==> src/s8dd_pkg.sv <==
// ----------------------------------------------------------------------------
// s8dd_pkg
// Shared constants, tables, types and helper functions of the simple8b
// delta-of-delta decoder.
// ----------------------------------------------------------------------------
package s8dd_pkg;

  localparam int unsigned MAX_ROWS    = 512;
  localparam int unsigned VALUE_WIDTH = 64;
  localparam int unsigned LANES       = 8;

  localparam int unsigned VW          = VALUE_WIDTH;
  localparam int unsigned OUT_W       = 64;
  localparam int unsigned OUT_LANES   = 8;
  localparam int unsigned WORD_W      = 64;
  localparam int unsigned SEL_W       = 4;
  localparam int unsigned CFG_W       = 10;
  localparam int unsigned FIRST_ROW_W = 9;
  localparam int unsigned CNT_W       = 4;
  localparam int unsigned ROW_W       = $clog2(MAX_ROWS + 1);
  localparam int unsigned LANE_W      = (LANES > 1) ? $clog2(LANES) : 1;
  localparam int unsigned PFX_LEVELS  = (LANES > 1) ? $clog2(LANES) : 1;
  localparam int unsigned RESULT_CAP  = 64;
  localparam int unsigned CAP_ROWS    = RESULT_CAP * LANES;
  localparam int unsigned RUN_CNT_W   = 28;
  localparam int unsigned RUN_VAL_W   = 36;
  localparam int unsigned SHIFT_W     = 10;

  localparam logic [CFG_W-1:0]  ROW_LIMIT_RESET = CFG_W'(512);
  localparam logic [SEL_W-1:0]  SEL_RUN  = SEL_W'(15);
  localparam logic [WORD_W-1:0] RUN_MASK = {{(WORD_W - RUN_VAL_W){1'b0}}, {RUN_VAL_W{1'b1}}};

  localparam int unsigned FIELD_BITS [16] =
    '{0, 1, 2, 3, 4, 5, 6, 7, 8, 10, 12, 16, 21, 32, 64, 36};
  localparam int unsigned FIELD_COUNT [16] =
    '{0, 64, 32, 21, 16, 12, 10, 9, 8, 6, 5, 4, 3, 2, 1, 0};

  typedef enum logic {
    SEQ_IDLE,
    SEQ_ISSUE
  } seq_state_e;

  typedef struct packed {
    logic                   vld;
    logic                   clr;
    logic                   last;
    logic [CNT_W-1:0]       cnt;
    logic [FIRST_ROW_W-1:0] first_row;
    logic [VW-1:0]          total;
  } grp_meta_t;

  function automatic logic [WORD_W-1:0] field_mask(input logic [SEL_W-1:0] sel);
    logic [WORD_W-1:0] m;
    m = '0;
    if (FIELD_BITS[sel] != 0) begin
      m = {WORD_W{1'b1}} >> (WORD_W - FIELD_BITS[sel]);
    end
    return m;
  endfunction

  function automatic logic [SHIFT_W-1:0] group_shift(input logic [SEL_W-1:0] sel);
    logic [SHIFT_W-1:0] s;
    s = '0;
    if (sel != SEL_RUN) begin
      s = SHIFT_W'(FIELD_BITS[sel] * LANES);
    end
    return s;
  endfunction

  function automatic logic [VW-1:0] unzigzag(input logic [WORD_W-1:0] v);
    return VW'((v >> 1) ^ {WORD_W{v[0]}});
  endfunction

endpackage

==> src/s8dd_prefix.sv <==
// ----------------------------------------------------------------------------
// s8dd_prefix
// Registered inclusive prefix sum across the lanes, one doubling step per
// stage, with the group tag carried alongside.
// ----------------------------------------------------------------------------
module s8dd_prefix (
  input  logic                      clk_i,
  input  logic                      rst_ni,
  input  logic                      en_i,
  input  s8dd_pkg::grp_meta_t       meta_i,
  input  logic [s8dd_pkg::VW-1:0]   x_i [s8dd_pkg::LANES],
  output s8dd_pkg::grp_meta_t       meta_o,
  output logic [s8dd_pkg::VW-1:0]   y_o [s8dd_pkg::LANES]
);
  import s8dd_pkg::*;

  logic [VW-1:0] lvl_q  [PFX_LEVELS][LANES];
  grp_meta_t     meta_q [PFX_LEVELS];

  for (genvar l = 0; l < PFX_LEVELS; l++) begin : g_lvl
    logic [VW-1:0] src [LANES];
    logic [VW-1:0] sum [LANES];
    grp_meta_t     msrc;

    if (l == 0) begin : g_first
      assign src  = x_i;
      assign msrc = meta_i;
    end else begin : g_next
      assign src  = lvl_q[l-1];
      assign msrc = meta_q[l-1];
    end

    for (genvar k = 0; k < LANES; k++) begin : g_k
      if (k >= (1 << l)) begin : g_add
        assign sum[k] = src[k] + src[k - (1 << l)];
      end else begin : g_keep
        assign sum[k] = src[k];
      end
    end

    always_ff @(posedge clk_i or negedge rst_ni) begin
      if (!rst_ni) begin
        meta_q[l] <= '0;
      end else if (en_i) begin
        meta_q[l] <= msrc;
      end
    end

    always_ff @(posedge clk_i) begin
      if (en_i) lvl_q[l] <= sum;
    end
  end

  assign y_o    = lvl_q[PFX_LEVELS-1];
  assign meta_o = meta_q[PFX_LEVELS-1];
endmodule

==> config.mk <==
export PLATFORM = sky130hd
export DESIGN_NAME = s8dd_prefix
export DESIGN_NICKNAME = d
export VERILOG_FILES = /design/src/s8dd_pkg.sv /design/src/s8dd_prefix.sv
export SDC_FILE = /design/constraint.sdc
export NUM_CORES = 2
export LEC_CHECK = 0
export BUFFER_PORTS_ARGS = -buffer_cell sky130_fd_sc_hd__buf_2
export CAP_MARGIN = 5
export CORE_ASPECT_RATIO = 0.9
export CORE_MARGIN = 10
export CORE_UTILIZATION = 45
export CTS_BUF_LIST = sky130_fd_sc_hd__clkbuf_4
export DETAILED_ROUTE_END_ITERATION = 8
export GPL_TIMING_DRIVEN = 0
export PLACE_DENSITY_LB_ADDON = 0.15
export SLEW_MARGIN = 30
export SYNTH_ARGS = -nofsm -noshare
export SYNTH_HDL_FRONTEND = slang
export SYNTH_SLANG_ARGS = --single-unit
export TNS_END_PERCENT = 20
==> constraint.sdc <==
create_clock -name clk_i -period 11.4 [get_ports clk_i]
set_input_delay 1.14 -clock clk_i [delete_from_list [all_inputs] [get_ports clk_i]]
set_output_delay 1.14 -clock clk_i [all_outputs]
set_load 0.01 [all_outputs]
==> flow_summary.ini <==
[timing]
hold_viol = 0
final.period_utilization = 0.4741
maxSlewViolCount = 0
slew_headroom = 0.2980
max_slew.worst_pin.slew_ns = 1.049
fin_skew_ns = 0.1531
min_period_ns = 5.405
fin_hold_ws_ns = 0.1060
setup_tns_ns = 0
setup_viol = 0
fmax_mhz = 185.0
rsz0062_at_grt = no

[die]
coreArea_um2 = 253300
die_area_um2 = 275800
die_h_um = 499.2
die-width_um = 552.5
io_pins = 1187
initial_core_util = 0.4533
row_count = 175

[grt]
gr-usage-met1 = 0.4481
grt_util_met3 = 0.05984
grt_overflow = 0
grt_busiest_layer = met2
grtUsageMet2 = 0.4996
grt_pass1_wl_um = 673500
grt_pass1_vias = 97670
track_usage = 0.3315
antenna_found_initial = 217
grt_max_degree = 134

[power_and_ir_drop]
powerDensity_nw_per_um2 = 226.5
vdd_drop_max_uv = 139.5
p_total_mw = 30.04
p_leak_nw = 55.06

[critical_path]
cp.arrival_ns = 6.47
required_ns = 12.46
r2r_setup_slack_ns = 6.00
r2r_end = lvl_q[0][1146]
worst_setup_path_end_kind = flop
crit_type = reg2reg
path_max_fanout = 3
startpoint_type = flop
r2r_cells = 13
r2r_start = lvl_q[0][576]

[yosys]
yosys_register_bits = 1776
synthMuxAreaShare = 0.02389
yosys.area_share.simple = 0.1029
yosys.area.top_type = edfxtp_1
avgSynthCellArea_um2 = 10.58
synth_compound_area_frac = 0.1980
synth_xor_area_frac = 0.07925
ys_types = 109
synth_top_family_by_area = compound AO/OA/AOI/OAI gates
async_flop_share = 0.1351
netlist_instances = 10860
syn_area_um2 = 114800
synth-seq-area-share = 0.4540
synth_adder_area_share = 0.1197
synth.top_cell.area_share = 0.4017
ys_warn_count = 0
ys.flop_type = edfxtp_1
syn-num-nets = 12540
synthTopCellsByArea = edfxtp_1, ha_1, a21oi_1
synth_edf_count = 1536

[hold_path]
min_from = meta_i[59]
worstHoldPathType = in2reg
holdPathStages = 2
min_to = g_lvl[1].msrc[59]

[layout]
syn_to_final_growth_pct = 15.52
final_util = 0.5236
final_cells = 16500
nNetsFinal = 14310
fillers = 22750
multi_input_area_um2 = 60200
drive_above_1_share = 0.1763
area.sequential_um2 = 52130

[status]
status = completed

[placed_design]
dp_cells = 15430
dp.final_hpwl_um = 396700
numPortBuffers = 1186
place.gp.congestion = 1.066

[clocking]
clock_sinks = 1776
clk-insertion-delay-late_ns = 1.38
cts_tree = yes
root_buffer = clkbuf_4
h-tree-depth = 5
cts_made_buffers = 467
clockBufferDepth = 4
cts_resized = 0
clk_pin_slew_ns = 0.07

[route]
vias = 100600
post-route-drc-count = 0
drt-initial-drc-count = 12010
vias_per_cell = 6.096
wire_per_inst_um = 29.31
drt-total-wl_um = 483500
ant_nets = 0
first_pass_iters = 6

[job]
maxCapViolations = 0
## critical path: stages, from the launching register on
cell	delay, ns
edfxtp_1	0.44
ha_1	0.27
fa_1	0.27
a211oi_1	0.12
o211ai_1	0.37
nand3_1	0.17
a2111oi_0	0.47
nor2_1	0.26
o21ai_0	0.75
a41oi_1	0.42
o2bb2ai_1	0.35
o31ai_1	0.77
a21boi_0	0.25
xnor2_1	0.19
## worst max-delay path by stage
stage	startpoint	to	slack, ns
2_1_floorplan	x_i[384]	lvl_q[0][446]	7.19
3_3_place_gp	en_i	g_lvl[1].msrc[61]	-16.09
3_5_place_dp	x_i[320]	lvl_q[0][380]	4.92
4_1_cts	lvl_q[0][576]	lvl_q[0][1146]	6.10
5_1_grt	lvl_q[0][576]	lvl_q[0][1146]	5.96
6_report	lvl_q[0][576]	lvl_q[0][1146]	6.00
## synthesized netlist by cell type (34+ instances only)
cell,n
a211oi_1,81
a21o_1,559
a21oi_1,1252
a221oi_1,36
a31oi_1,117
a41oi_1,37
and2_1,58
and3_1,67
clkbuf_1,388
dfrtp_1,240
edfxtp_1,1536
ha_1,1071
inv_1,269
mux2_2,240
nand2_1,812
nand2b_1,85
nand3_1,184
nand4_1,277
nor2_1,564
nor2b_1,92
nor3_1,143
nor4_1,34
o211ai_1,48
o21a_1,109
o21ai_0,628
o21bai_1,223
o31ai_1,74
xnor2_1,609
xor2_1,430
## layout by cell type (no fill, tap or decap), drive strengths merged, types with 29 or more instances in the layout
master and instances:
a21oi 1263, inv 281, o21ai 658, ha 1071
a2111oi 34, a41oi 39, nor4 34, a221oi 40
nand2b 85, a21o 559, clkbuf 1012, xnor2 609
buf 1224, edfxtp 1536, nor2b 92, and3 68
dfrtp 240, o221ai 31, dlygate4sd3 99, mux2 240
nand4 277, o21bai 224, nand3 184, o211ai 49
o31ai 80, a21boi 39, diode 130, clkinv 200
or3 32, nand2 814, o41ai 29, nor3 143
a31oi 119, o21a 109, and2 61, nor2 566
xor2 430, a211oi 84, and4 32
## cell families (layout without fill, tap and decap cells)
kind of cell / count (synthesis) / in the layout
buffers and inverters: 678 / 2825
other: 0 / 130
flip-flops: 1776 / 1776
AND/OR/NAND/NOR: 2471 / 2471
adder cells (fa/ha/maj): 1088 / 1088
XOR/XNOR: 1039 / 1039
AO/OA/AOI/OAI: 3562 / 3562
multiplexers: 244 / 244
## per-layer routing
layer / vias up / wire [um] / part of all wire
met5: - / 134 / 0.00028
met4: 22 / 31600 / 0.065
met3: 1060 / 44460 / 0.092
met2: 5564 / 207000 / 0.43
met1: 48740 / 200300 / 0.41
li1: 45200 / - / -
## registers in the layout (all words and copies together), names as in the netlist
signal and flops:
lvl_q 1536, g_lvl.msrc 160, meta_o 80
## where the power goes
part           leakage [nW]  switching (mW)  internal, mW
logic                  33.8            8.88          4.96
registers              17.8            1.08          9.53
clock network          3.46            2.87          2.72
total                  55.1            12.8          17.2
## final cells by class
class,count,share of cell area
flip-flops and latches,1776,0.3930
plain buffers,409,0.01175
multi-input cells,8404,0.4539
clock buffers,622,0.03520
clock inverters,221,0.008678
repair buffers,1304,0.05571
inverters,269,0.007612
well taps,3363,0.03172
diodes,130,0.002453
## what timing repair did
| action | 4_1_cts | 5_1_grt |
|---|---|---|
| hold buffers | 99 | 0 |
| setup buffers | 0 | 0 |
| hold endpoints to repair | 166 | 0 |
## per-stage QoR
stage | setup WS (ns) | instance area [um2]
detailed placement | 4.916 | 125500
CTS | 6.102 | 132300
global route | 5.957 | 132600
floorplan | 7.186 | 114800
finish | 5.995 | 132600
global placement | -16.09 | 125000
Power figures use the tool's default switching activity.
