File: src/s8dd_pkg.sv
// ----------------------------------------------------------------------------
// s8dd_pkg
// Shared constants, tables, types and helper functions of the simple8b
// delta-of-delta decoder.
// ----------------------------------------------------------------------------
package s8dd_pkg;

  localparam int unsigned MAX_ROWS    = 512;
  localparam int unsigned VALUE_WIDTH = 64;
  localparam int unsigned LANES       = 8;

  localparam int unsigned VW          = VALUE_WIDTH;
  localparam int unsigned OUT_W       = 64;
  localparam int unsigned OUT_LANES   = 8;
  localparam int unsigned WORD_W      = 64;
  localparam int unsigned SEL_W       = 4;
  localparam int unsigned CFG_W       = 10;
  localparam int unsigned FIRST_ROW_W = 9;
  localparam int unsigned CNT_W       = 4;
  localparam int unsigned ROW_W       = $clog2(MAX_ROWS + 1);
  localparam int unsigned LANE_W      = (LANES > 1) ? $clog2(LANES) : 1;
  localparam int unsigned PFX_LEVELS  = (LANES > 1) ? $clog2(LANES) : 1;
  localparam int unsigned RESULT_CAP  = 64;
  localparam int unsigned CAP_ROWS    = RESULT_CAP * LANES;
  localparam int unsigned RUN_CNT_W   = 28;
  localparam int unsigned RUN_VAL_W   = 36;
  localparam int unsigned SHIFT_W     = 10;

  localparam logic [CFG_W-1:0]  ROW_LIMIT_RESET = CFG_W'(512);
  localparam logic [SEL_W-1:0]  SEL_RUN  = SEL_W'(15);
  localparam logic [WORD_W-1:0] RUN_MASK = {{(WORD_W - RUN_VAL_W){1'b0}}, {RUN_VAL_W{1'b1}}};

  localparam int unsigned FIELD_BITS [16] =
    '{0, 1, 2, 3, 4, 5, 6, 7, 8, 10, 12, 16, 21, 32, 64, 36};
  localparam int unsigned FIELD_COUNT [16] =
    '{0, 64, 32, 21, 16, 12, 10, 9, 8, 6, 5, 4, 3, 2, 1, 0};

  typedef enum logic {
    SEQ_IDLE,
    SEQ_ISSUE
  } seq_state_e;

  typedef struct packed {
    logic                   vld;
    logic                   clr;
    logic                   last;
    logic [CNT_W-1:0]       cnt;
    logic [FIRST_ROW_W-1:0] first_row;
    logic [VW-1:0]          total;
  } grp_meta_t;

  function automatic logic [WORD_W-1:0] field_mask(input logic [SEL_W-1:0] sel);
    logic [WORD_W-1:0] m;
    m = '0;
    if (FIELD_BITS[sel] != 0) begin
      m = {WORD_W{1'b1}} >> (WORD_W - FIELD_BITS[sel]);
    end
    return m;
  endfunction

  function automatic logic [SHIFT_W-1:0] group_shift(input logic [SEL_W-1:0] sel);
    logic [SHIFT_W-1:0] s;
    s = '0;
    if (sel != SEL_RUN) begin
      s = SHIFT_W'(FIELD_BITS[sel] * LANES);
    end
    return s;
  endfunction

  function automatic logic [VW-1:0] unzigzag(input logic [WORD_W-1:0] v);
    return VW'((v >> 1) ^ {WORD_W{v[0]}});
  endfunction

endpackage

File: src/s8dd_lane.sv
// ----------------------------------------------------------------------------
// s8dd_lane
// One decode lane: picks its field out of the packed word and zigzag-decodes
// it into a delta-of-delta.
// ----------------------------------------------------------------------------
module s8dd_lane (
  input  logic                          clk_i,
  input  logic                          en_i,
  input  logic [s8dd_pkg::SEL_W-1:0]    sel_i,
  input  logic [s8dd_pkg::WORD_W-1:0]   word_i,
  input  logic [s8dd_pkg::LANE_W-1:0]   lane_i,
  input  logic [s8dd_pkg::CNT_W-1:0]    cnt_i,
  output logic [s8dd_pkg::VW-1:0]       dd_o
);
  import s8dd_pkg::*;

  logic [SHIFT_W-1:0] shamt;
  logic [WORD_W-1:0]  field;
  logic [VW-1:0]      dd_d, dd_q;

  always_comb begin
    shamt = SHIFT_W'(FIELD_BITS[sel_i] * lane_i);
    if (sel_i == SEL_RUN) begin
      field = word_i & RUN_MASK;
    end else begin
      field = (word_i >> shamt) & field_mask(sel_i);
    end
    // idle lanes add nothing to the prefix sums
    dd_d = (CNT_W'(lane_i) < cnt_i) ? unzigzag(field) : '0;
  end

  always_ff @(posedge clk_i) begin
    if (en_i) dd_q <= dd_d;
  end

  assign dd_o = dd_q;
endmodule

File: config.mk
export PLATFORM = sky130hd
export DESIGN_NAME = s8dd_lane
export DESIGN_NICKNAME = d
export VERILOG_FILES = /design/src/s8dd_pkg.sv /design/src/s8dd_lane.sv
export SDC_FILE = /design/constraint.sdc
export NUM_CORES = 1
export LEC_CHECK = 0
export ABC_AREA = 1
export BUFFER_PORTS_ARGS = -buffer_cell sky130_fd_sc_hd__buf_2
export CAP_MARGIN = 40
export CORE_UTILIZATION = 30
export CTS_CLUSTER_SIZE = 14
export DETAILED_ROUTE_END_ITERATION = 16
export SLEW_MARGIN = 40
export SYNTH_ARGS = -nofsm -noshare
export SYNTH_HDL_FRONTEND = slang
export SYNTH_SLANG_ARGS = --single-unit
File: constraint.sdc
create_clock -name clk_i -period 12.53 [get_ports clk_i]
set_clock_uncertainty 0.05 [all_clocks]
set_input_delay 1.253 -clock clk_i [delete_from_list [all_inputs] [get_ports clk_i]]
set_output_delay 1.253 -clock clk_i [all_outputs]
set_load 0.005 [all_outputs]
==> metrics.txt, run 1 <==
status=completed; first-pass GRT wire length=58.36 mm; Die Height=177 µm; Core ar.=29870 µm²; RSZ-0062 raised after global routing=false; f_max=142.8 MHz; max FFs per register=64; Num CTS Buffers=9; Syn Area/Cell=5.874 µm²; IO Pins=141; final hold vios=0; DRT Pass-1 Iters=7; number of max-cap violations=0; Post-Syn Nets=1665; clock power share=17.4%; XOR/XNOR Fraction of Synth Area=0.5720%; Largest stage delay, worst path=0.57 ns; kind of critical path=in2reg; main area contributors after synthesis=nand3_1 28%, edfxtp_1 21%, nand2_1 15%; most frequent CP cell=inv_1; Sum Neg Setup Slack=0 ns; worst hold path class=in2reg; Slowest cell on crit path=buf_4; routed vias/inst=5.733; CTS tree=done; final wirelength=38.14 mm; crit start category=input pin; EDFF count, synth=64; Sw Ratio=49.22%; layout cells sized above 1=13.06%; post-synthesis cell type count=45; H-tree levels=3; largest net degree at the start of global routing=118; diodes inserted=0; most instantiated library cell after synthesis=nand3_1; Post-Synth Simple-Gate Area=60.72%; First DRT Iteration DRCs=1566; Worst-path clk slew=0.06 ns; post-layout total power=1.394 mW; cell taking the most area after synthesis=nand3_1; Worst Path Buf+Inv=11; Area Growth Syn to Fin=11.74%; Synth Instances=1564; fin. max-slew vios=0; Static Leak=4.862 nW; initial core utilization=30.75%; total gr overflow=0; post-route clock period utilization=55.89%; initial antenna violation count=0; largest family of logic cells by synthesized area=simple AND/OR/NAND/NOR gates; Final min period=7.003 ns; Row Count=63; number of global-route vias before repair=10293; ANT nets after route=0; Synth top area share=28.27%; clk root buf=clkbuf_16; cell family contributing the most delay on the critical path=buffers and inverters; PD cells=135.8 nW/µm²; worst endpoint required time=12.56 ns; Comb power frac=59.6%; Post-Syn Area=9188 µm²; die area=31330 µm²; Filler cells=3351; Reg area=1922 µm²; Worst Path Arrival=7.03 ns; PortBufs=140; final setup vio count=0; cts hold-fix bufs=0; Synth Area in Compound Gates=4.440%; routability cong.=1.001; hpwl dp=28.87 mm; Sequential Power Share=23.0%; Tot GR Track Use=24.22%; critical-path maximum fanout=83; prevailing post-synth register cell=edfxtp_1; Tightest Pin Transition=0.8107 ns; Synth Area in Adders=3.759%; Yosys warning count=0; number of remaining DRC errors=0; register area share after synthesis=20.92%; nature of the critical path endpoint=flop; die span in x=177 µm; final std cells w/o fill=2006; most frequent cells after synthesis=519 x nand3_1, 378 x nand2_1, 175 x nor2_1; P_sw=0.6860 mW; CTS Sinks=64; Internal Power=0.7076 mW; Post-CTS Setup Inserts=0; mux contribution to synthesized area=0%; Rel. slew slack=45.95%; Vias=11501; CTS max path bufs=2; IR drop worst, VDD=50.39 µV; Seq cells post-synth=64; Gates resized, CTS repair=0; routed len/inst=19.01 µm; DP Cell Count=1990; nets@finish=1712; ys async rst share=0%; Fin Hold WS=1.422 ns; Multi-input gate area=6419 µm²
## placed cells by master (no fill, tap or decap), drive strengths merged
master,instances
o311ai,1
xor2,3
a31oi,3
or2,2
inv,70
clkinv,7
a21boi,1
a21o,1
nand3b,1
buf,157
ha,18
edfxtp,64
o31ai,1
fa,6
a211oi,4
or3b,1
bufinv,1
a21oi,29
nand2,382
nand4,119
nand3,524
o21a,1
clkinvlp,2
nor3,4
or3,1
nor2,177
o21ai,22
o211ai,2
and3,1
a211o,1
clkbuf,10
## tightest hold or removal path: stages
cell	delay, ns
buf_2	0.10
nand2_1	0.06
nand2_1	0.12
nor2_1	0.06
nor2_1	0.09
## area by class of cell
| class | instances | share of cell area (%) |
|---|---|---|
| repair buffers | 157 | 8.446 |
| clock buffers | 10 | 2.230 |
| well taps | 390 | 4.753 |
| clock inverters | 6 | 0.5850 |
| multi-input cells | 1305 | 62.52 |
| inverters | 74 | 2.742 |
| flip-flops and latches | 64 | 18.72 |
## power by group through the flow
stage	combinational [mW]	clock, mW	sequential [mW]
after floorplan	0.564	0	0.327
after global routing	0.919	0.256	0.325
after global placement	0.813	0	0.327
after detailed placement	0.815	0	0.326
after CTS	0.818	0.247	0.323
final	0.831	0.242	0.320
## logic make-up after synthesis
group | after synthesis
adder cells (fa/ha/maj) | 24
XOR/XNOR | 3
AND/OR/NAND/NOR | 1212
flip-flops | 64
buffers and inverters | 195
AO/OA/AOI/OAI | 66
## worst paths after layout
path / end / startpoint / slack [ns] / cells past startpoint
setup / recovery: dd_o[47] / sel_i[0] / 5.53 / 26
hold / removal: dd_o[15] / word_i[16] / 1.42 / 5
## per-stage QoR
step / setup slack, ns / area, µm² / utilization (%)
floorplan: 7.295 / 9188 / -
detailed placement: 5.243 / 9971 / 33.38
finish: 5.527 / 10270 / 34.36
global route: 5.003 / 10270 / 34.36
CTS: 5.584 / 10260 / 34.34
global placement: 5.181 / 9911 / 33.17
## layer usage
layer	vias up	global-route usage, %	wire length (µm)
met5	-	0	0
met4	0	13.97	2368
met3	101	2.298	2772
met2	606	39.29	17470
met1	5249	31.24	15520
li1	5545	-	-
(Power assumes the default switching activity.)
==> run 2: changes to the inputs <==
==> constraint.sdc (replaced) <==
create_clock -name clk_i -period 5.8 [get_ports clk_i]
set_clock_uncertainty 0.05 [all_clocks]
set_input_delay 0.58 -clock clk_i [delete_from_list [all_inputs] [get_ports clk_i]]
set_output_delay 0.58 -clock clk_i [all_outputs]
set_load 0.005 [all_outputs]
==> metrics.txt, run 2 (synthesized netlist as in run 1, its figures left out) <==
hpwl dp=30.65 mm; Slowest cell on crit path=fa_1; kind of critical path=in2reg; max FFs per register=64; Worst Path Arrival=5.32 ns; worst endpoint required time=5.85 ns; Row Count=63; Static Leak=4.948 nW; final std cells w/o fill=2015; routability cong.=1.011; Die Height=177 µm; IO Pins=141; final hold vios=0; ANT nets after route=0; total gr overflow=0; most frequent CP cell=nand2_1; initial core utilization=30.75%; final core utilization=34.88%; number of global-route vias before repair=10348; fin. max-slew vios=0; Hold Crit Start=word_i[24]; die span in x=177 µm; post-route clock period utilization=90.93%; Area Growth Syn to Fin=13.41%; Multi-input gate area=6411 µm²; first-pass GRT wire length=61.18 mm; PD cells=298.4 nW/µm²; Num CTS Buffers=9; nature of the critical path endpoint=flop; Tot GR Track Use=25.58%; die area=31330 µm²; Fin Hold WS=0.7068 ns; Tightest Pin Transition=0.7689 ns; status=completed; worst hold path class=in2reg; RSZ-0062 raised after global routing=false; Post-CTS Setup Inserts=0; CTS max path bufs=2; diodes inserted=0; final wirelength=40.43 mm; DRT Pass-1 Iters=6; Worst-path clk slew=0.06 ns; DP Cell Count=1998; f_max=189.6 MHz; CTS tree=done; Filler cells=3364; CTS Sinks=64; initial antenna violation count=0; routed vias/inst=5.782; First DRT Iteration DRCs=1509; H-tree levels=3; number of remaining DRC errors=0; number of max-cap violations=0; clk root buf=clkbuf_16; largest net degree at the start of global routing=67; Vias=11651; nets@finish=1721; final setup vio count=0; cts hold-fix bufs=0; layout cells sized above 1=13.42%; routed len/inst=20.07 µm; Largest stage delay, worst path=0.49 ns; commonest non-fill, non-tap cells in the layout=519 x nand3_1, 378 x nand2_1, 174 x nor2_1; Sum Neg Setup Slack=0 ns; Core ar.=29870 µm²; critical-path maximum fanout=59; Reg area=1922 µm²; crit start category=input pin; Worst setup startpoint=sel_i[0]; PortBufs=140; Final min period=5.274 ns; Rel. slew slack=48.61%; Gates resized, CTS repair=0; most common cell after layout, fill and taps aside=nand3_1; IR drop worst, VDD=129.9 µV
[run 2: cell types whose count changed in the layout (fill, tap and decap cells not counted), sizes merged]
cell / before / now
buf: 157 / 166
[run 2: path summary, 6_finish.rpt]
path | to | depth (start not counted)
worst max-delay path | dd_o[18] | 31
worst min-delay path | dd_o[23] | 5
[run 2: critical path: cells and delay by family]
family / cells / cell delay, ns
AO/OA/AOI/OAI: 4 / 0.69
adder cells (fa/ha/maj): 4 / 1.27
buffers and inverters: 7 / 0.89
AND/OR/NAND/NOR: 16 / 1.84
[run 2: final cells by class]
cell class	count	share of cell area [%]
Clock buffer	10	2.197
Clock inverter	6	0.5764
Inverter	74	2.702
Multi-Input combinational cell	1305	61.53
Sequential cell	64	18.44
Tap cell	390	4.683
Timing Repair Buffer	166	9.870
[run 2: stage by stage]
step	power (mW)	worst slack [ns]	area, µm²
floorplan	1.926	1.238	9188
global placement	2.544	0.2764	10110
detailed placement	2.551	0.2717	10120
CTS	3.094	0.6276	10410
global route	3.331	0.1463	10420
finish	3.109	0.5259	10420
[run 2: routing by layer]
metal | part of all wire [%] | track usage (%) | up-vias | wire (µm)
met3 | 7.2 | 2.771 | 94 | 2912
li1 | - | - | 5567 | -
met5 | 0 | 0 | - | 0
met1 | 41 | 32.93 | 5427 | 16580
met4 | 4.6 | 11.24 | 0 | 1874
met2 | 47 | 42.89 | 563 | 19070
[run 2: power by group]
group / internal, mW / switching (mW) / leakage, nW / total (mW)
Sequential: 0.657 / 0.0285 / 0.616 / 0.686
Combinational: 0.579 / 1.31 / 4.19 / 1.89
Clock: 0.330 / 0.206 / 0.138 / 0.536
Total: 1.57 / 1.54 / 4.95 / 3.11
