--- src/s8dd_pkg.sv ---
// ----------------------------------------------------------------------------
// s8dd_pkg
// Shared constants, tables, types and helper functions of the simple8b
// delta-of-delta decoder.
// ----------------------------------------------------------------------------
package s8dd_pkg;

  localparam int unsigned MAX_ROWS    = 512;
  localparam int unsigned VALUE_WIDTH = 64;
  localparam int unsigned LANES       = 8;

  localparam int unsigned VW          = VALUE_WIDTH;
  localparam int unsigned OUT_W       = 64;
  localparam int unsigned OUT_LANES   = 8;
  localparam int unsigned WORD_W      = 64;
  localparam int unsigned SEL_W       = 4;
  localparam int unsigned CFG_W       = 10;
  localparam int unsigned FIRST_ROW_W = 9;
  localparam int unsigned CNT_W       = 4;
  localparam int unsigned ROW_W       = $clog2(MAX_ROWS + 1);
  localparam int unsigned LANE_W      = (LANES > 1) ? $clog2(LANES) : 1;
  localparam int unsigned PFX_LEVELS  = (LANES > 1) ? $clog2(LANES) : 1;
  localparam int unsigned RESULT_CAP  = 64;
  localparam int unsigned CAP_ROWS    = RESULT_CAP * LANES;
  localparam int unsigned RUN_CNT_W   = 28;
  localparam int unsigned RUN_VAL_W   = 36;
  localparam int unsigned SHIFT_W     = 10;

  localparam logic [CFG_W-1:0]  ROW_LIMIT_RESET = CFG_W'(512);
  localparam logic [SEL_W-1:0]  SEL_RUN  = SEL_W'(15);
  localparam logic [WORD_W-1:0] RUN_MASK = {{(WORD_W - RUN_VAL_W){1'b0}}, {RUN_VAL_W{1'b1}}};

  localparam int unsigned FIELD_BITS [16] =
    '{0, 1, 2, 3, 4, 5, 6, 7, 8, 10, 12, 16, 21, 32, 64, 36};
  localparam int unsigned FIELD_COUNT [16] =
    '{0, 64, 32, 21, 16, 12, 10, 9, 8, 6, 5, 4, 3, 2, 1, 0};

  typedef enum logic {
    SEQ_IDLE,
    SEQ_ISSUE
  } seq_state_e;

  typedef struct packed {
    logic                   vld;
    logic                   clr;
    logic                   last;
    logic [CNT_W-1:0]       cnt;
    logic [FIRST_ROW_W-1:0] first_row;
    logic [VW-1:0]          total;
  } grp_meta_t;

  function automatic logic [WORD_W-1:0] field_mask(input logic [SEL_W-1:0] sel);
    logic [WORD_W-1:0] m;
    m = '0;
    if (FIELD_BITS[sel] != 0) begin
      m = {WORD_W{1'b1}} >> (WORD_W - FIELD_BITS[sel]);
    end
    return m;
  endfunction

  function automatic logic [SHIFT_W-1:0] group_shift(input logic [SEL_W-1:0] sel);
    logic [SHIFT_W-1:0] s;
    s = '0;
    if (sel != SEL_RUN) begin
      s = SHIFT_W'(FIELD_BITS[sel] * LANES);
    end
    return s;
  endfunction

  function automatic logic [VW-1:0] unzigzag(input logic [WORD_W-1:0] v);
    return VW'((v >> 1) ^ {WORD_W{v[0]}});
  endfunction

endpackage

--- src/s8dd_if.sv ---
// ----------------------------------------------------------------------------
// s8dd_if
// Valid/ready channels of the decoder: block beats in, row group beats out.
// ----------------------------------------------------------------------------
interface s8dd_in_if;
  import s8dd_pkg::*;

  logic              valid;
  logic              ready;
  logic              start_batch;
  logic [SEL_W-1:0]  selector;
  logic [WORD_W-1:0] block_word;

  modport source (output valid, output start_batch, output selector, output block_word,
                  input ready);
  modport sink   (input valid, input start_batch, input selector, input block_word,
                  output ready);
endinterface


--- src/s8dd_seq.sv ---
// ----------------------------------------------------------------------------
// s8dd_seq
// Block sequencer: takes one block beat, clips it to the row limit and issues
// it as lane groups, shifting the word down one group each cycle adv_i is set.
// ----------------------------------------------------------------------------
module s8dd_seq (
  input  logic                          clk_i,
  input  logic                          rst_ni,
  s8dd_in_if.sink                       in_ch_i,
  input  logic                          cfg_we_i,
  input  logic [s8dd_pkg::CFG_W-1:0]    cfg_wdata_i,
  input  logic                          adv_i,
  output s8dd_pkg::grp_meta_t           tok_o,
  output logic [s8dd_pkg::SEL_W-1:0]    sel_o,
  output logic [s8dd_pkg::WORD_W-1:0]   word_o
);
  import s8dd_pkg::*;

  seq_state_e              state_q, state_d;
  logic [CFG_W-1:0]        cfg_q;
  logic [ROW_W-1:0]        row_q;
  logic [ROW_W-1:0]        rem_q;
  logic                    clr_q;
  logic [WORD_W-1:0]       word_q;
  logic [SEL_W-1:0]        sel_q;

  logic                    accept;
  logic                    issuing;
  logic                    tok_last;
  logic [CNT_W-1:0]        tok_cnt;
  logic [ROW_W-1:0]        row_base;
  logic [ROW_W-1:0]        limit;
  logic [ROW_W-1:0]        room;
  logic [RUN_CNT_W-1:0]    count;
  logic [ROW_W-1:0]        n_room;
  logic [ROW_W-1:0]        n_take;

  // next state
  always_comb begin
    state_d = state_q;
    unique case (state_q)
      SEQ_IDLE: begin
        if (in_ch_i.valid) state_d = SEQ_ISSUE;
      end
      SEQ_ISSUE: begin
        if (adv_i && tok_last) state_d = SEQ_IDLE;
      end
    endcase
  end

  // outputs
  always_comb begin
    in_ch_i.ready = (state_q == SEQ_IDLE);
    issuing       = (state_q == SEQ_ISSUE);
  end

  assign accept = in_ch_i.valid && in_ch_i.ready;

  // clip the block to the rows left in the batch
  always_comb begin
    row_base = in_ch_i.start_batch ? '0 : row_q;
    limit    = (cfg_q < CFG_W'(MAX_ROWS)) ? ROW_W'(cfg_q) : ROW_W'(MAX_ROWS);
    room     = (row_base < limit) ? (limit - row_base) : '0;
    count    = (in_ch_i.selector == SEL_RUN) ?
               in_ch_i.block_word[WORD_W-1:RUN_VAL_W] :
               RUN_CNT_W'(FIELD_COUNT[in_ch_i.selector]);
    n_room   = (count < RUN_CNT_W'(room)) ? ROW_W'(count) : room;
    n_take   = (32'(n_room) > CAP_ROWS) ? ROW_W'(CAP_ROWS) : n_room;
  end

  assign tok_last = (rem_q <= ROW_W'(LANES));
  assign tok_cnt  = tok_last ? CNT_W'(rem_q) : CNT_W'(LANES);

  always_comb begin
    tok_o = '0;
    tok_o.vld = issuing;
    if (issuing) begin
      tok_o.clr       = clr_q;
      tok_o.last      = tok_last;
      tok_o.cnt       = tok_cnt;
      tok_o.first_row = FIRST_ROW_W'(row_q);
    end
  end

  assign sel_o  = sel_q;
  assign word_o = word_q;

  always_ff @(posedge clk_i or negedge rst_ni) begin
    if (!rst_ni) begin
      state_q <= SEQ_IDLE;
      cfg_q   <= ROW_LIMIT_RESET;
      row_q   <= '0;
      rem_q   <= '0;
      clr_q   <= 1'b0;
    end else begin
      state_q <= state_d;
      if (cfg_we_i) cfg_q <= cfg_wdata_i;
      if (accept) begin
        row_q <= row_base;
        rem_q <= n_take;
        clr_q <= in_ch_i.start_batch;
      end else if (issuing && adv_i) begin
        row_q <= row_q + ROW_W'(tok_cnt);
        rem_q <= rem_q - ROW_W'(tok_cnt);
        clr_q <= 1'b0;
      end
    end
  end

  always_ff @(posedge clk_i) begin
    if (accept) begin
      word_q <= in_ch_i.block_word;
      sel_q  <= in_ch_i.selector;
    end else if (issuing && adv_i) begin
      word_q <= word_q >> group_shift(sel_q);
    end
  end

`ifndef ASSERT_OFF
  a_rows_in_range: assert property (@(posedge clk_i) disable iff (!rst_ni)
    issuing |-> ((ROW_W + 1)'(row_q) + (ROW_W + 1)'(rem_q)) <= (ROW_W + 1)'(MAX_ROWS))
    else $error("group issue runs past the row range");
  a_full_group: assert property (@(posedge clk_i) disable iff (!rst_ni)
    (tok_o.vld && !tok_o.last) |-> (tok_o.cnt == CNT_W'(LANES)))
    else $error("non-final group is not full");
`endif
endmodule

--- src/flat_wrapper.sv ---
// flat-port wrapper written by rule: the top's interface ports become plain ports
module s8dd_seq_flat import s8dd_pkg::*;
  (clk_i, rst_ni, cfg_we_i, cfg_wdata_i, adv_i, tok_o, sel_o, word_o, in_ch_i_valid, in_ch_i_start_batch, in_ch_i_selector, in_ch_i_block_word, in_ch_i_ready);
  s8dd_in_if in_ch_i_i ();
  input  logic clk_i;
  input  logic rst_ni;
  input  logic cfg_we_i;
  input  logic [s8dd_pkg::CFG_W-1:0] cfg_wdata_i;
  input  logic adv_i;
  output s8dd_pkg::grp_meta_t tok_o;
  output logic [s8dd_pkg::SEL_W-1:0] sel_o;
  output logic [s8dd_pkg::WORD_W-1:0] word_o;
  input wire logic [$bits(in_ch_i_i.valid)-1:0] in_ch_i_valid;
  input wire logic [$bits(in_ch_i_i.start_batch)-1:0] in_ch_i_start_batch;
  input wire logic [$bits(in_ch_i_i.selector)-1:0] in_ch_i_selector;
  input wire logic [$bits(in_ch_i_i.block_word)-1:0] in_ch_i_block_word;
  output wire logic [$bits(in_ch_i_i.ready)-1:0] in_ch_i_ready;
  assign in_ch_i_i.valid = in_ch_i_valid;
  assign in_ch_i_i.start_batch = in_ch_i_start_batch;
  assign in_ch_i_i.selector = in_ch_i_selector;
  assign in_ch_i_i.block_word = in_ch_i_block_word;
  assign in_ch_i_ready = in_ch_i_i.ready;
  s8dd_seq u_core (.clk_i(clk_i), .rst_ni(rst_ni), .in_ch_i(in_ch_i_i), .cfg_we_i(cfg_we_i), .cfg_wdata_i(cfg_wdata_i), .adv_i(adv_i), .tok_o(tok_o), .sel_o(sel_o), .word_o(word_o));
endmodule
--- config.mk ---
export PLATFORM = sky130hd
export DESIGN_NAME = s8dd_seq_flat
export DESIGN_NICKNAME = d
export VERILOG_FILES = /design/src/s8dd_pkg.sv /design/src/s8dd_if.sv /design/src/s8dd_seq.sv /design/src/flat_wrapper.sv
export SDC_FILE = /design/constraint.sdc
export NUM_CORES = 1
export LEC_CHECK = 0
export ABC_AREA = 1
export BUFFER_PORTS_ARGS = -buffer_cell sky130_fd_sc_hd__buf_4
export CORE_UTILIZATION = 49
export CTS_CLUSTER_DIAMETER = 120
export DETAILED_ROUTE_END_ITERATION = 10
export PLACE_DENSITY = 0.86
export SYNTH_ARGS = -nofsm -noshare
export SYNTH_HDL_FRONTEND = slang
export SYNTH_SLANG_ARGS = --single-unit
export TNS_END_PERCENT = 30
--- constraint.sdc ---
create_clock -name clk_i -period 4 [get_ports clk_i]
set_clock_uncertainty 0.05 [all_clocks]
set_input_delay 0.2 -clock clk_i [delete_from_list [all_inputs] [get_ports clk_i]]
set_output_delay 0.2 -clock clk_i [all_outputs]
set_load 0.02 [all_outputs]
==> impl_metrics.tcl <==
set metrics [dict create \
    status "finished clean" \
    synthFlopType "edfxtp_1" \
    end_kind "flip-flop" \
    synth-xor-area-share_pct 0.532 \
    synth_edf_count 68 \
    nFillCells 1427 \
    cts.sinks 100 \
    final_nets 1422 \
    min_path_type "in -> reg" \
    critPathLaunchType "flip-flop" \
    post-route-period-util_pct 97.9 \
    drt_pass1_iterations 6 \
    ctsRootBufferMaster "clkbuf_16" \
    ys_seq_elements 100 \
    synth_warnings 0 \
    grt_max_degree 64 \
    vias 8452 \
    synthCells 1143 \
    cp.required_ps 4250 \
    cellLeakagePower_uw 0.00487 \
    grt_overflow 0 \
    ir_drop_uv 383 \
    drive_above_1_share_pct 23.7 \
    ys_top_cells_by_area "edfxtp_1 (25%), nand2_1 (11%), dfrtp_1 (9.4%)" \
    fin_util_pct 62.0 \
    grt_antenna_before_repair 0 \
    synth_top_family_by_area "simple AND/OR/NAND/NOR gates" \
    worstPathMaxFanout 8 \
    htreeDepth 3 \
    synthMuxAreaShare_pct 0.502 \
    portBuffers 168 \
    worst_pin_slew_ps 873 \
    pin_count 233 \
    setup_viol 0 \
    via_per_inst 5.52 \
    cts_buffers 9 \
    cts_tree "yes" \
    totalWireLength_mm 25.6 \
    rows 47 \
    ys_types 55 \
    core_um2 16500 \
    ys_seq_area_share_pct 34.5 \
    fin_cells 1532 \
    grt_pass1_wl_mm 38.7 \
    gp_congestion 0.926 \
    clk_pin_slew_ps 70 \
    clock_path_buffers 2 \
    avgSynthCellArea_um2 7.20 \
    die_h_um 132 \
    synth_fa_ha_area_share_pct 4.89 \
    die_x_um 132 \
    crit_arrival_ps 4160 \
    rsz0062_at_grt "true" \
    worst-setup-path-type "reg -> reg" \
    start_util_pct 50.0 \
    route.detailed.drc 0 \
    area_growth_pct 24.0 \
    finalHoldViolCount 0 \
    place_inst 1498 \
    grt_pass1_vias 7706 \
    slew_violations 0 \
    synth-compound-area-share_pct 19.9 \
    final_antenna_net_count 0 \
    hpwl_mm 18.5 \
    max_cap_violations 0 \
    synthArstFlopShare_pct 32.0 \
    clock_latency_ps 370 \
    pwr_density_cell_nw_per_um2 404 \
    synth_area_leader_cell "edfxtp_1" \
    synth_area_um2 8230 \
    synthDominantCellAreaShare_pct 24.8 \
    diodes 0 \
    wl_per_cell_um 16.7 \
    track_usage_pct 28.3 \
    dr.first_iter.drc_count 1072 \
    die_area_um2 17300 \
    fmax_ghz 0.255 \
    min_period_ps 3920 \
    relSlewSlack_pct 41.4 \
    yosys.area_share.simple_pct 23.5 \
]
[cells in the mapped netlist (16+ instances only)]
master,n
nor3_1,18
nand3_1,41
ha_1,29
clkbuf_1,50
o21ai_0,135
a32o_1,16
buf_4,65
edfxtp_1,68
nand2_1,231
a21oi_1,36
nor2_1,114
inv_1,155
dfrtp_1,31
a31oi_1,16
[kinds of logic (layout without fill, tap and decap cells)]
group / Yosys count / after routing
simple gates: 452 / 453
mux: 4 / 4
compound gates: 267 / 267
buf+inv: 282 / 387
other cells: 2 / 65
fa+ha+maj: 31 / 31
flops: 100 / 100
xor+xnor: 5 / 5
[stage by stage]
step | hold slack, ps | setup TNS, ps | total power (µW) | setup slack (ps) | instance area [µm²]
6_report | 3.79 | 0 | 4130 | 84.4 | 10200
5_1_grt | 16.5 | -1170 | 4340 | -196 | 10200
4_1_cts | 1.68 | 0 | 3840 | 21.6 | 9870
3_5_place_dp | 111 | -710 | 2940 | -105 | 9500
3_3_place_gp | 103 | 0 | 2910 | 37.3 | 9500
2_1_floorplan | -146 | 0 | 2480 | 40.7 | 8470
[layout by cell type (no fill, tap or decap), types with 13 or more instances in the layout]
cell type  netlist  routed
conb_1           2      65
nor3_1          18      18
o221ai_1        13      13
o21ai_0        135     132
nand2_2         11      18
inv_1          155     150
edfxtp_1        68      68
buf_4           65     201
a21oi_2          9      16
nand2_1        231     221
nand3_1         41      35
a32o_1          16      16
dfrtp_1         31      31
ha_1            29      21
a31oi_1         16      16
nor2_1         114     108
a21oi_1         36      29
[registers in the layout, indices dropped and copies added (netlist names)]
signal	count
u_core.cfg_q	10
u_core.issuing	1
u_core.rem_q	10
u_core.clr_q	1
u_core.sel_o	4
u_core.row_q	10
u_core.word_o	64
[repair_timing]
item | CTS | global route
setup buffers | 2 | 9
cloned | 0 | 2
pin swaps | 1 | 36
hold buffers | 6 | 0
endpoints found under the setup margin | 8 | 9
resized for setup | 6 | 60
endpoints found under the hold margin | 36 | 0
[worst max-delay path, stage by stage, from the launching register on]
cell and delay, ps:
dfstp_2 620, nor2_1 70, ha_1 350, nand2_1 110, inv_1 40, nand4_1 70, o211ai_1 150, buf_4 180
buf_4 130, a21oi_2 130, o21ai_2 80, ha_1 350, a21oi_2 150, a21oi_2 80, a211oi_4 220, buf_6 190
nand3b_1 100, nand2_2 100, nand2_2 50, nor2_2 140, nand3_2 120, nand2_4 150, nand2_2 80, a21oi_2 130
[path summary, 6_finish.rpt]
| path | slack [ps] | end | from | cells past startpoint |
|---|---|---|---|---|
| setup / recovery | 80 | u_core.rem_q[2] | u_core.cfg_q[9] | 23 |
| hold / removal | 4 | u_core.cfg_q[3] | cfg_wdata_i[3] | 3 |
| setup reg to reg | 80 | u_core.rem_q[2] | u_core.cfg_q[9] | 23 |
| hold reg to reg | 450 | u_core.clr_q | u_core.clr_q | 2 |
| max in group asynchronous | 3320 | u_core.cfg_q[9] | rst_ni | 2 |
| min in group asynchronous | 260 | u_core.row_q[6] | rst_ni | 2 |
[layer usage]
metal / part of all wire, % / global-route usage [%] / up-vias
li1: - / - / 4021
met1: 37 / 33.4 / 3802
met2: 48 / 47.3 / 537
met3: 9.3 / 5.71 / 92
met4: 5.7 / 17.0 / 0
met5: 0 / 0 / -
[final cells by class]
class                      count  area [µm²]  share of cell area [%]
clock inverter                 6        61.3                   0.600
clock buffer                  10         229                    2.24
timing repair buffer         211        1610                    15.8
sequential                   100        2840                    27.9
tap                          220         275                    2.70
inverter                     160         603                    5.91
multi-input combinational    825        4580                    44.9
[where the power goes]
| group | internal [µW] | switching (µW) | total, µW |
|---|---|---|---|
| clock network | 436 | 452 | 888 |
| logic | 739 | 1130 | 1870 |
| registers | 1250 | 129 | 1370 |
Note: power is estimated with default switching activity, not from simulation.
