**src/s8dd_pkg.sv**
```systemverilog
// ----------------------------------------------------------------------------
// s8dd_pkg
// Shared constants, tables, types and helper functions of the simple8b
// delta-of-delta decoder.
// ----------------------------------------------------------------------------
package s8dd_pkg;

  localparam int unsigned MAX_ROWS    = 512;
  localparam int unsigned VALUE_WIDTH = 64;
  localparam int unsigned LANES       = 8;

  localparam int unsigned VW          = VALUE_WIDTH;
  localparam int unsigned OUT_W       = 64;
  localparam int unsigned OUT_LANES   = 8;
  localparam int unsigned WORD_W      = 64;
  localparam int unsigned SEL_W       = 4;
  localparam int unsigned CFG_W       = 10;
  localparam int unsigned FIRST_ROW_W = 9;
  localparam int unsigned CNT_W       = 4;
  localparam int unsigned ROW_W       = $clog2(MAX_ROWS + 1);
  localparam int unsigned LANE_W      = (LANES > 1) ? $clog2(LANES) : 1;
  localparam int unsigned PFX_LEVELS  = (LANES > 1) ? $clog2(LANES) : 1;
  localparam int unsigned RESULT_CAP  = 64;
  localparam int unsigned CAP_ROWS    = RESULT_CAP * LANES;
  localparam int unsigned RUN_CNT_W   = 28;
  localparam int unsigned RUN_VAL_W   = 36;
  localparam int unsigned SHIFT_W     = 10;

  localparam logic [CFG_W-1:0]  ROW_LIMIT_RESET = CFG_W'(512);
  localparam logic [SEL_W-1:0]  SEL_RUN  = SEL_W'(15);
  localparam logic [WORD_W-1:0] RUN_MASK = {{(WORD_W - RUN_VAL_W){1'b0}}, {RUN_VAL_W{1'b1}}};

  localparam int unsigned FIELD_BITS [16] =
    '{0, 1, 2, 3, 4, 5, 6, 7, 8, 10, 12, 16, 21, 32, 64, 36};
  localparam int unsigned FIELD_COUNT [16] =
    '{0, 64, 32, 21, 16, 12, 10, 9, 8, 6, 5, 4, 3, 2, 1, 0};

  typedef enum logic {
    SEQ_IDLE,
    SEQ_ISSUE
  } seq_state_e;

  typedef struct packed {
    logic                   vld;
    logic                   clr;
    logic                   last;
    logic [CNT_W-1:0]       cnt;
    logic [FIRST_ROW_W-1:0] first_row;
    logic [VW-1:0]          total;
  } grp_meta_t;

  function automatic logic [WORD_W-1:0] field_mask(input logic [SEL_W-1:0] sel);
    logic [WORD_W-1:0] m;
    m = '0;
    if (FIELD_BITS[sel] != 0) begin
      m = {WORD_W{1'b1}} >> (WORD_W - FIELD_BITS[sel]);
    end
    return m;
  endfunction

  function automatic logic [SHIFT_W-1:0] group_shift(input logic [SEL_W-1:0] sel);
    logic [SHIFT_W-1:0] s;
    s = '0;
    if (sel != SEL_RUN) begin
      s = SHIFT_W'(FIELD_BITS[sel] * LANES);
    end
    return s;
  endfunction

  function automatic logic [VW-1:0] unzigzag(input logic [WORD_W-1:0] v);
    return VW'((v >> 1) ^ {WORD_W{v[0]}});
  endfunction

endpackage

```
**src/s8dd_if.sv**
```systemverilog


interface s8dd_out_if;
  import s8dd_pkg::*;

  logic                   valid;
  logic                   ready;
  logic [FIRST_ROW_W-1:0] first_row;
  logic [CNT_W-1:0]       lane_count;
  logic signed [OUT_W-1:0] value_0;
  logic signed [OUT_W-1:0] value_1;
  logic signed [OUT_W-1:0] value_2;
  logic signed [OUT_W-1:0] value_3;
  logic signed [OUT_W-1:0] value_4;
  logic signed [OUT_W-1:0] value_5;
  logic signed [OUT_W-1:0] value_6;
  logic signed [OUT_W-1:0] value_7;
  logic                   block_done;

  modport source (output valid, output first_row, output lane_count,
                  output value_0, output value_1, output value_2, output value_3,
                  output value_4, output value_5, output value_6, output value_7,
                  output block_done, input ready);
  modport sink   (input valid, input first_row, input lane_count,
                  input value_0, input value_1, input value_2, input value_3,
                  input value_4, input value_5, input value_6, input value_7,
                  input block_done, output ready);
endinterface

```
**src/s8dd_accum.sv**
```systemverilog
// ----------------------------------------------------------------------------
// s8dd_accum
// Merge stage: adds the running delta and value to the lane prefix sums,
// updates the running state and holds the outgoing row group beat.
// ----------------------------------------------------------------------------
module s8dd_accum (
  input  logic                      clk_i,
  input  logic                      rst_ni,
  input  s8dd_pkg::grp_meta_t       meta_i,
  input  logic [s8dd_pkg::VW-1:0]   s_i [s8dd_pkg::LANES],
  s8dd_out_if.source                out_ch_o,
  output logic                      adv_o
);
  import s8dd_pkg::*;

  logic [VW-1:0]          d_q, v_q;
  logic [VW-1:0]          base_d, base_v, d_new, v_new;
  logic [VW-1:0]          lane_v [LANES];
  logic [OUT_W-1:0]       val_d [OUT_LANES];
  logic [OUT_W-1:0]       val_q [OUT_LANES];
  logic                   out_vld_q;
  logic [FIRST_ROW_W-1:0] first_row_q;
  logic [CNT_W-1:0]       cnt_q;
  logic                   done_q;

  assign adv_o = !out_vld_q || out_ch_o.ready;

  always_comb begin
    base_d = meta_i.clr ? '0 : d_q;
    base_v = meta_i.clr ? '0 : v_q;
    for (int k = 0; k < LANES; k++) begin
      lane_v[k] = base_v + VW'(base_d * VW'(k + 1)) + s_i[k];
    end
    for (int k = 0; k < OUT_LANES; k++) begin
      val_d[k] = '0;
      if ((k < LANES) && (CNT_W'(k) < meta_i.cnt)) begin
        val_d[k] = OUT_W'($signed(lane_v[LANE_W'(k)]));
      end
    end
    d_new = base_d + meta_i.total;
    v_new = (meta_i.cnt != '0) ? lane_v[LANE_W'(meta_i.cnt - 1'b1)] : base_v;
  end

  always_ff @(posedge clk_i or negedge rst_ni) begin
    if (!rst_ni) begin
      d_q       <= '0;
      v_q       <= '0;
      out_vld_q <= 1'b0;
    end else if (adv_o) begin
      out_vld_q <= meta_i.vld && (meta_i.cnt != '0);
      if (meta_i.vld) begin
        d_q <= d_new;
        v_q <= v_new;
      end
    end
  end

  always_ff @(posedge clk_i) begin
    if (adv_o) begin
      first_row_q <= meta_i.first_row;
      cnt_q       <= meta_i.cnt;
      done_q      <= meta_i.last;
      val_q       <= val_d;
    end
  end

  assign out_ch_o.valid      = out_vld_q;
  assign out_ch_o.first_row  = first_row_q;
  assign out_ch_o.lane_count = cnt_q;
  assign out_ch_o.value_0    = val_q[0];
  assign out_ch_o.value_1    = val_q[1];
  assign out_ch_o.value_2    = val_q[2];
  assign out_ch_o.value_3    = val_q[3];
  assign out_ch_o.value_4    = val_q[4];
  assign out_ch_o.value_5    = val_q[5];
  assign out_ch_o.value_6    = val_q[6];
  assign out_ch_o.value_7    = val_q[7];
  assign out_ch_o.block_done = done_q;

`ifndef ASSERT_OFF
  a_count_range: assert property (@(posedge clk_i) disable iff (!rst_ni)
    out_vld_q |-> ((cnt_q != '0) && (cnt_q <= CNT_W'(LANES))))
    else $error("row group beat with bad lane count");
  a_idle_lane_zero: assert property (@(posedge clk_i) disable iff (!rst_ni)
    (out_vld_q && (cnt_q < CNT_W'(OUT_LANES))) |-> (val_q[OUT_LANES-1] == '0))
    else $error("unused top lane carries data");
`endif
endmodule

```
**src/flat_wrapper.sv**
```systemverilog
// flat-port wrapper written by rule: the top's interface ports become plain ports
module s8dd_accum_flat import s8dd_pkg::*;
  (clk_i, rst_ni, meta_i, s_i, adv_o, out_ch_o_valid, out_ch_o_first_row, out_ch_o_lane_count, out_ch_o_value_0, out_ch_o_value_1, out_ch_o_value_2, out_ch_o_value_3, out_ch_o_value_4, out_ch_o_value_5, out_ch_o_value_6, out_ch_o_value_7, out_ch_o_block_done, out_ch_o_ready);
  s8dd_out_if out_ch_o_i ();
  input  logic clk_i;
  input  logic rst_ni;
  input  s8dd_pkg::grp_meta_t meta_i;
  input  logic [s8dd_pkg::VW-1:0] s_i[s8dd_pkg::LANES];
  output logic adv_o;
  output wire logic [$bits(out_ch_o_i.valid)-1:0] out_ch_o_valid;
  output wire logic [$bits(out_ch_o_i.first_row)-1:0] out_ch_o_first_row;
  output wire logic [$bits(out_ch_o_i.lane_count)-1:0] out_ch_o_lane_count;
  output wire logic [$bits(out_ch_o_i.value_0)-1:0] out_ch_o_value_0;
  output wire logic [$bits(out_ch_o_i.value_1)-1:0] out_ch_o_value_1;
  output wire logic [$bits(out_ch_o_i.value_2)-1:0] out_ch_o_value_2;
  output wire logic [$bits(out_ch_o_i.value_3)-1:0] out_ch_o_value_3;
  output wire logic [$bits(out_ch_o_i.value_4)-1:0] out_ch_o_value_4;
  output wire logic [$bits(out_ch_o_i.value_5)-1:0] out_ch_o_value_5;
  output wire logic [$bits(out_ch_o_i.value_6)-1:0] out_ch_o_value_6;
  output wire logic [$bits(out_ch_o_i.value_7)-1:0] out_ch_o_value_7;
  output wire logic [$bits(out_ch_o_i.block_done)-1:0] out_ch_o_block_done;
  input wire logic [$bits(out_ch_o_i.ready)-1:0] out_ch_o_ready;
  assign out_ch_o_valid = out_ch_o_i.valid;
  assign out_ch_o_first_row = out_ch_o_i.first_row;
  assign out_ch_o_lane_count = out_ch_o_i.lane_count;
  assign out_ch_o_value_0 = out_ch_o_i.value_0;
  assign out_ch_o_value_1 = out_ch_o_i.value_1;
  assign out_ch_o_value_2 = out_ch_o_i.value_2;
  assign out_ch_o_value_3 = out_ch_o_i.value_3;
  assign out_ch_o_value_4 = out_ch_o_i.value_4;
  assign out_ch_o_value_5 = out_ch_o_i.value_5;
  assign out_ch_o_value_6 = out_ch_o_i.value_6;
  assign out_ch_o_value_7 = out_ch_o_i.value_7;
  assign out_ch_o_block_done = out_ch_o_i.block_done;
  assign out_ch_o_i.ready = out_ch_o_ready;
  s8dd_accum u_core (.clk_i(clk_i), .rst_ni(rst_ni), .meta_i(meta_i), .s_i(s_i), .out_ch_o(out_ch_o_i), .adv_o(adv_o));
endmodule
```
**config.mk**
```make
export PLATFORM = sky130hd
export DESIGN_NAME = s8dd_accum_flat
export DESIGN_NICKNAME = d
export VERILOG_FILES = /design/src/s8dd_pkg.sv /design/src/s8dd_if.sv /design/src/s8dd_accum.sv /design/src/flat_wrapper.sv
export SDC_FILE = /design/constraint.sdc
export NUM_CORES = 2
export LEC_CHECK = 0
export BUFFER_PORTS_ARGS = -buffer_cell sky130_fd_sc_hd__buf_2
export CORE_AREA = 2 2 442 444
export CTS_BUF_LIST = sky130_fd_sc_hd__clkbuf_4
export CTS_CLUSTER_SIZE = 8
export DETAILED_ROUTE_END_ITERATION = 16
export DIE_AREA = 0 0 444 446
export SETUP_SLACK_MARGIN = 0.5
export SYNTH_ARGS = -nofsm -noshare
export SYNTH_HDL_FRONTEND = slang
export SYNTH_SLANG_ARGS = --single-unit
export TNS_END_PERCENT = 10
```
**constraint.sdc**
```tcl
create_clock -name clk_i -period 15 [get_ports clk_i]
set_input_delay 2.25 -clock clk_i [delete_from_list [all_inputs] [get_ports clk_i]]
set_output_delay 2.25 -clock clk_i [all_outputs]
set_load 0.02 [all_outputs]
```
==> results.sh <==
export IMPL_dieArea_um2=198000
export IMPL_dp_cells=11700
export IMPL_synth_seq_cells=399
export IMPL_cts_setup_buffers=0
export IMPL_port_buffers=866
export IMPL_instances_no_fill=12000
export IMPL_syn_area_um2=73400
export IMPL_arrival_ps=10960
export IMPL_synth_edf_count=270
export IMPL_cts_resized=0
export IMPL_drtAntennaViolNets=0
export IMPL_fillers=19600
export IMPL_track_usage_pct=38.9
export IMPL_status="finished, violations left"
export IMPL_drt_iter0_drc=8282
export IMPL_multi_input_area_um2=57000
export IMPL_ys_seq_area_share_pct=15.5
export IMPL_maxSlewViolCount=2
export IMPL_drive_gt1_share_pct=14.9
export IMPL_finalCritPeriodShare_pct=65.3
export IMPL_htreeDepth=4
export IMPL_critPathCaptureType="flip-flop"
export IMPL_grt_first_pass_wirelength_um=540000
export IMPL_seqCellArea_um2=11300
export IMPL_start_util_pct=37.9
export IMPL_max_slew_margin_pct=-0.969
export IMPL_cts_tree="done"
export IMPL_cts_max_path_buffers=3
export IMPL_grt_max_degree=80
export IMPL_rows=162
export IMPL_yosysUniqueCellTypes=103
export IMPL_routed_wl_um=397000
export IMPL_min_path_type="reg2reg"
export IMPL_die_y_um=446
export IMPL_avgSynthCellArea_um2=8.53
export IMPL_min_period_ps=9800
export IMPL_finalHoldViolCount=0
export IMPL_path_clk_slew_ps=60
export IMPL_maxCapViolCount=0
export IMPL_vias=72700
export IMPL_max_freq_ghz=0.102
export IMPL_antenna_found_initial=28
export IMPL_wl_per_cell_um=33.0
export IMPL_critPathMaxStageDelay_ps=780
export IMPL_setup_violations=0
export IMPL_clock_latency_ps=1320
export IMPL_synthCells=8600
export IMPL_critPathRequiredTime_ps=16160
export IMPL_cpMaxStageDelayCell="buf_4"
export IMPL_rsz0062_at_grt="false"
export IMPL_root_buffer="clkbuf_4"
export IMPL_core_area_um2=194000
export IMPL_worst_path_most_repeated_cell="o21ai_0"
export IMPL_yosys_warnings=0
export IMPL_tightest_slew_ps=1510
export IMPL_syn2layout_area_growth_pct=11.0
export IMPL_first_pass_iters=10
export IMPL_violations="slew limit"
export IMPL_grt_pass1_vias=70300
export IMPL_drc=0
export IMPL_fin_area_um2=81400
export IMPL_skew_ps=110
export IMPL_ys_async_sr_fraction_pct=32.3
export IMPL_finalSetupTns_ps=0
export IMPL_pin_count=1123
export IMPL_worstSetupStartpointType="input pin"
export IMPL_path_class="in2reg"
export IMPL_post_route_util_pct=42.1
export IMPL_viasPerCell=6.05
export IMPL_gp_congestion=1.05
export IMPL_dp_hpwl_um=329000
export IMPL_cts_buffers=136
export IMPL_clock_sinks=399
export IMPL_die_w_um=444
export IMPL_worst_r2r_setup_slack_ps=6060
export IMPL_worstPathMaxFanout=61
export IMPL_nets=11300
export IMPL_grt_overflow=0
export IMPL_post_dp_cell_area_um2=79700
export IMPL_synth_ff_type="edfxtp_1"
export IMPL_ctsHoldBuffers=0
final cells by class:
cell class              count  share of cell area [%]
clock buffers             191                    1.76
multi-input cells        7084                    70.0
diodes                     17                  0.0522
repair buffers           1007                    6.66
clock inverters            49                   0.343
well taps                2542                    3.91
inverters                 717                    3.32
flip-flops and latches    399                    13.9
cell usage in the layout (no fill, tap or decap), types with 78 or more instances in the layout:
master,n
a31oi_1,96
fa_1,688
clkbuf_4,192
xnor2_1,398
nor2b_1,127
dfrtp_1,129
ha_1,672
a211oi_1,78
buf_4,140
a21oi_1,770
nand2_1,695
inv_1,713
nor2_1,685
nand4_1,118
nand3_1,134
o21ai_0,502
xor2_1,296
nand2b_1,84
edfxtp_1,270
nor3_1,85
conb_1,256
o21bai_1,96
a21o_1,375
buf_2,863
flip-flops by register name, summed over array words and instances, names as in the netlist:
signal,flops
u_core.d_q,64
u_core.out_ch_o.value_0,64
u_core.out_ch_o.value_1,64
u_core.out_ch_o.value_2,64
u_core.out_ch_o.value_3,64
u_core.v_q,64
u_core.out_ch_o.first_row,9
u_core.out_ch_o.lane_count,4
u_core.out_ch_o.block_done,1
u_core.out_ch_o.valid,1
per-layer routing:
layer  GRT usage (%)  share of wire [%]  vias up
li1                -                  -    31200
met1            48.9                 39    36000
met2            59.0                 43     4426
met3            6.79                8.3     1017
met4            30.9                9.2       10
met5               0              0.018        -
cells by family (layout without fill, tap and decap cells):
kind of cell | after synthesis | after routing | synth area share (%)
xor+xnor | 696 | 696 | 8.31
flops | 399 | 399 | 15.5
other cells | 1 | 273 | 0.00511
buf+inv | 1372 | 1964 | 8.40
mux | 86 | 86 | 2.27
simple gates | 2213 | 2213 | 14.0
compound gates | 2467 | 2467 | 21.3
fa+ha+maj | 1366 | 1366 | 30.3
critical path: cells and delay by family:
| kind | cells | cell delay (ps) |
|---|---|---|
| AOI/OAI and AO/OA | 17 | 3830 |
| buffers and inverters | 5 | 2110 |
| adders and majority gates | 3 | 1310 |
| and+or+nand+nor | 4 | 960 |
| xor gates and xnor gates | 2 | 320 |
worst paths after layout:
check | cells after the start | from | endpoint
max | 31 | meta_i[78] | u_core.v_q[63]$_DFFE_PN0P_
min | 2 | u_core.v_q[0]$_DFFE_PN0P_ | u_core.v_q[0]$_DFFE_PN0P_
max reg2reg | 23 | u_core.d_q[15]$_DFFE_PN0P_ | u_core.v_q[59]$_DFFE_PN0P_
min reg2reg | 2 | u_core.v_q[0]$_DFFE_PN0P_ | u_core.v_q[0]$_DFFE_PN0P_
max in group asynchronous | 2 | rst_ni | u_core.d_q[7]$_DFFE_PN0P_
min in group asynchronous | 1 | rst_ni | u_core.d_q[63]$_DFFE_PN0P_
cells in the mapped netlist, types with 61 or more instances:
cell | instances | area (um^2)
o21ai_0 | 502 | 2510
nand2b_1 | 85 | 532
o21bai_1 | 96 | 721
buf_4 | 261 | 1960
fa_1 | 688 | 13800
nand2_1 | 696 | 2610
a21o_1 | 375 | 2820
o21a_1 | 61 | 458
dfrtp_1 | 129 | 3230
mux4_2 | 64 | 1440
nand4_1 | 118 | 738
nor2b_1 | 156 | 976
ha_1 | 673 | 8420
o211ai_1 | 66 | 495
nand3_1 | 134 | 671
clkbuf_1 | 341 | 1280
edfxtp_1 | 270 | 8110
xnor2_1 | 399 | 3490
a211oi_1 | 78 | 586
nor3_1 | 88 | 440
inv_1 | 715 | 2680
nor2_1 | 691 | 2590
a31oi_1 | 96 | 601
xor2_1 | 297 | 2600
a21oi_1 | 770 | 3850
stage by stage:
step | hold slack (ps) | setup slack [ps]
after CTS | 478 | 5480
after global placement | 454 | 4230
after global routing | 497 | 4750
after floorplan | 438 | 3860
final | 475 | 5200
after detailed placement | 462 | 4080
Power is not shown: default switching activity piles up to over one toggle a cycle in this logic, so the estimate is an artifact.
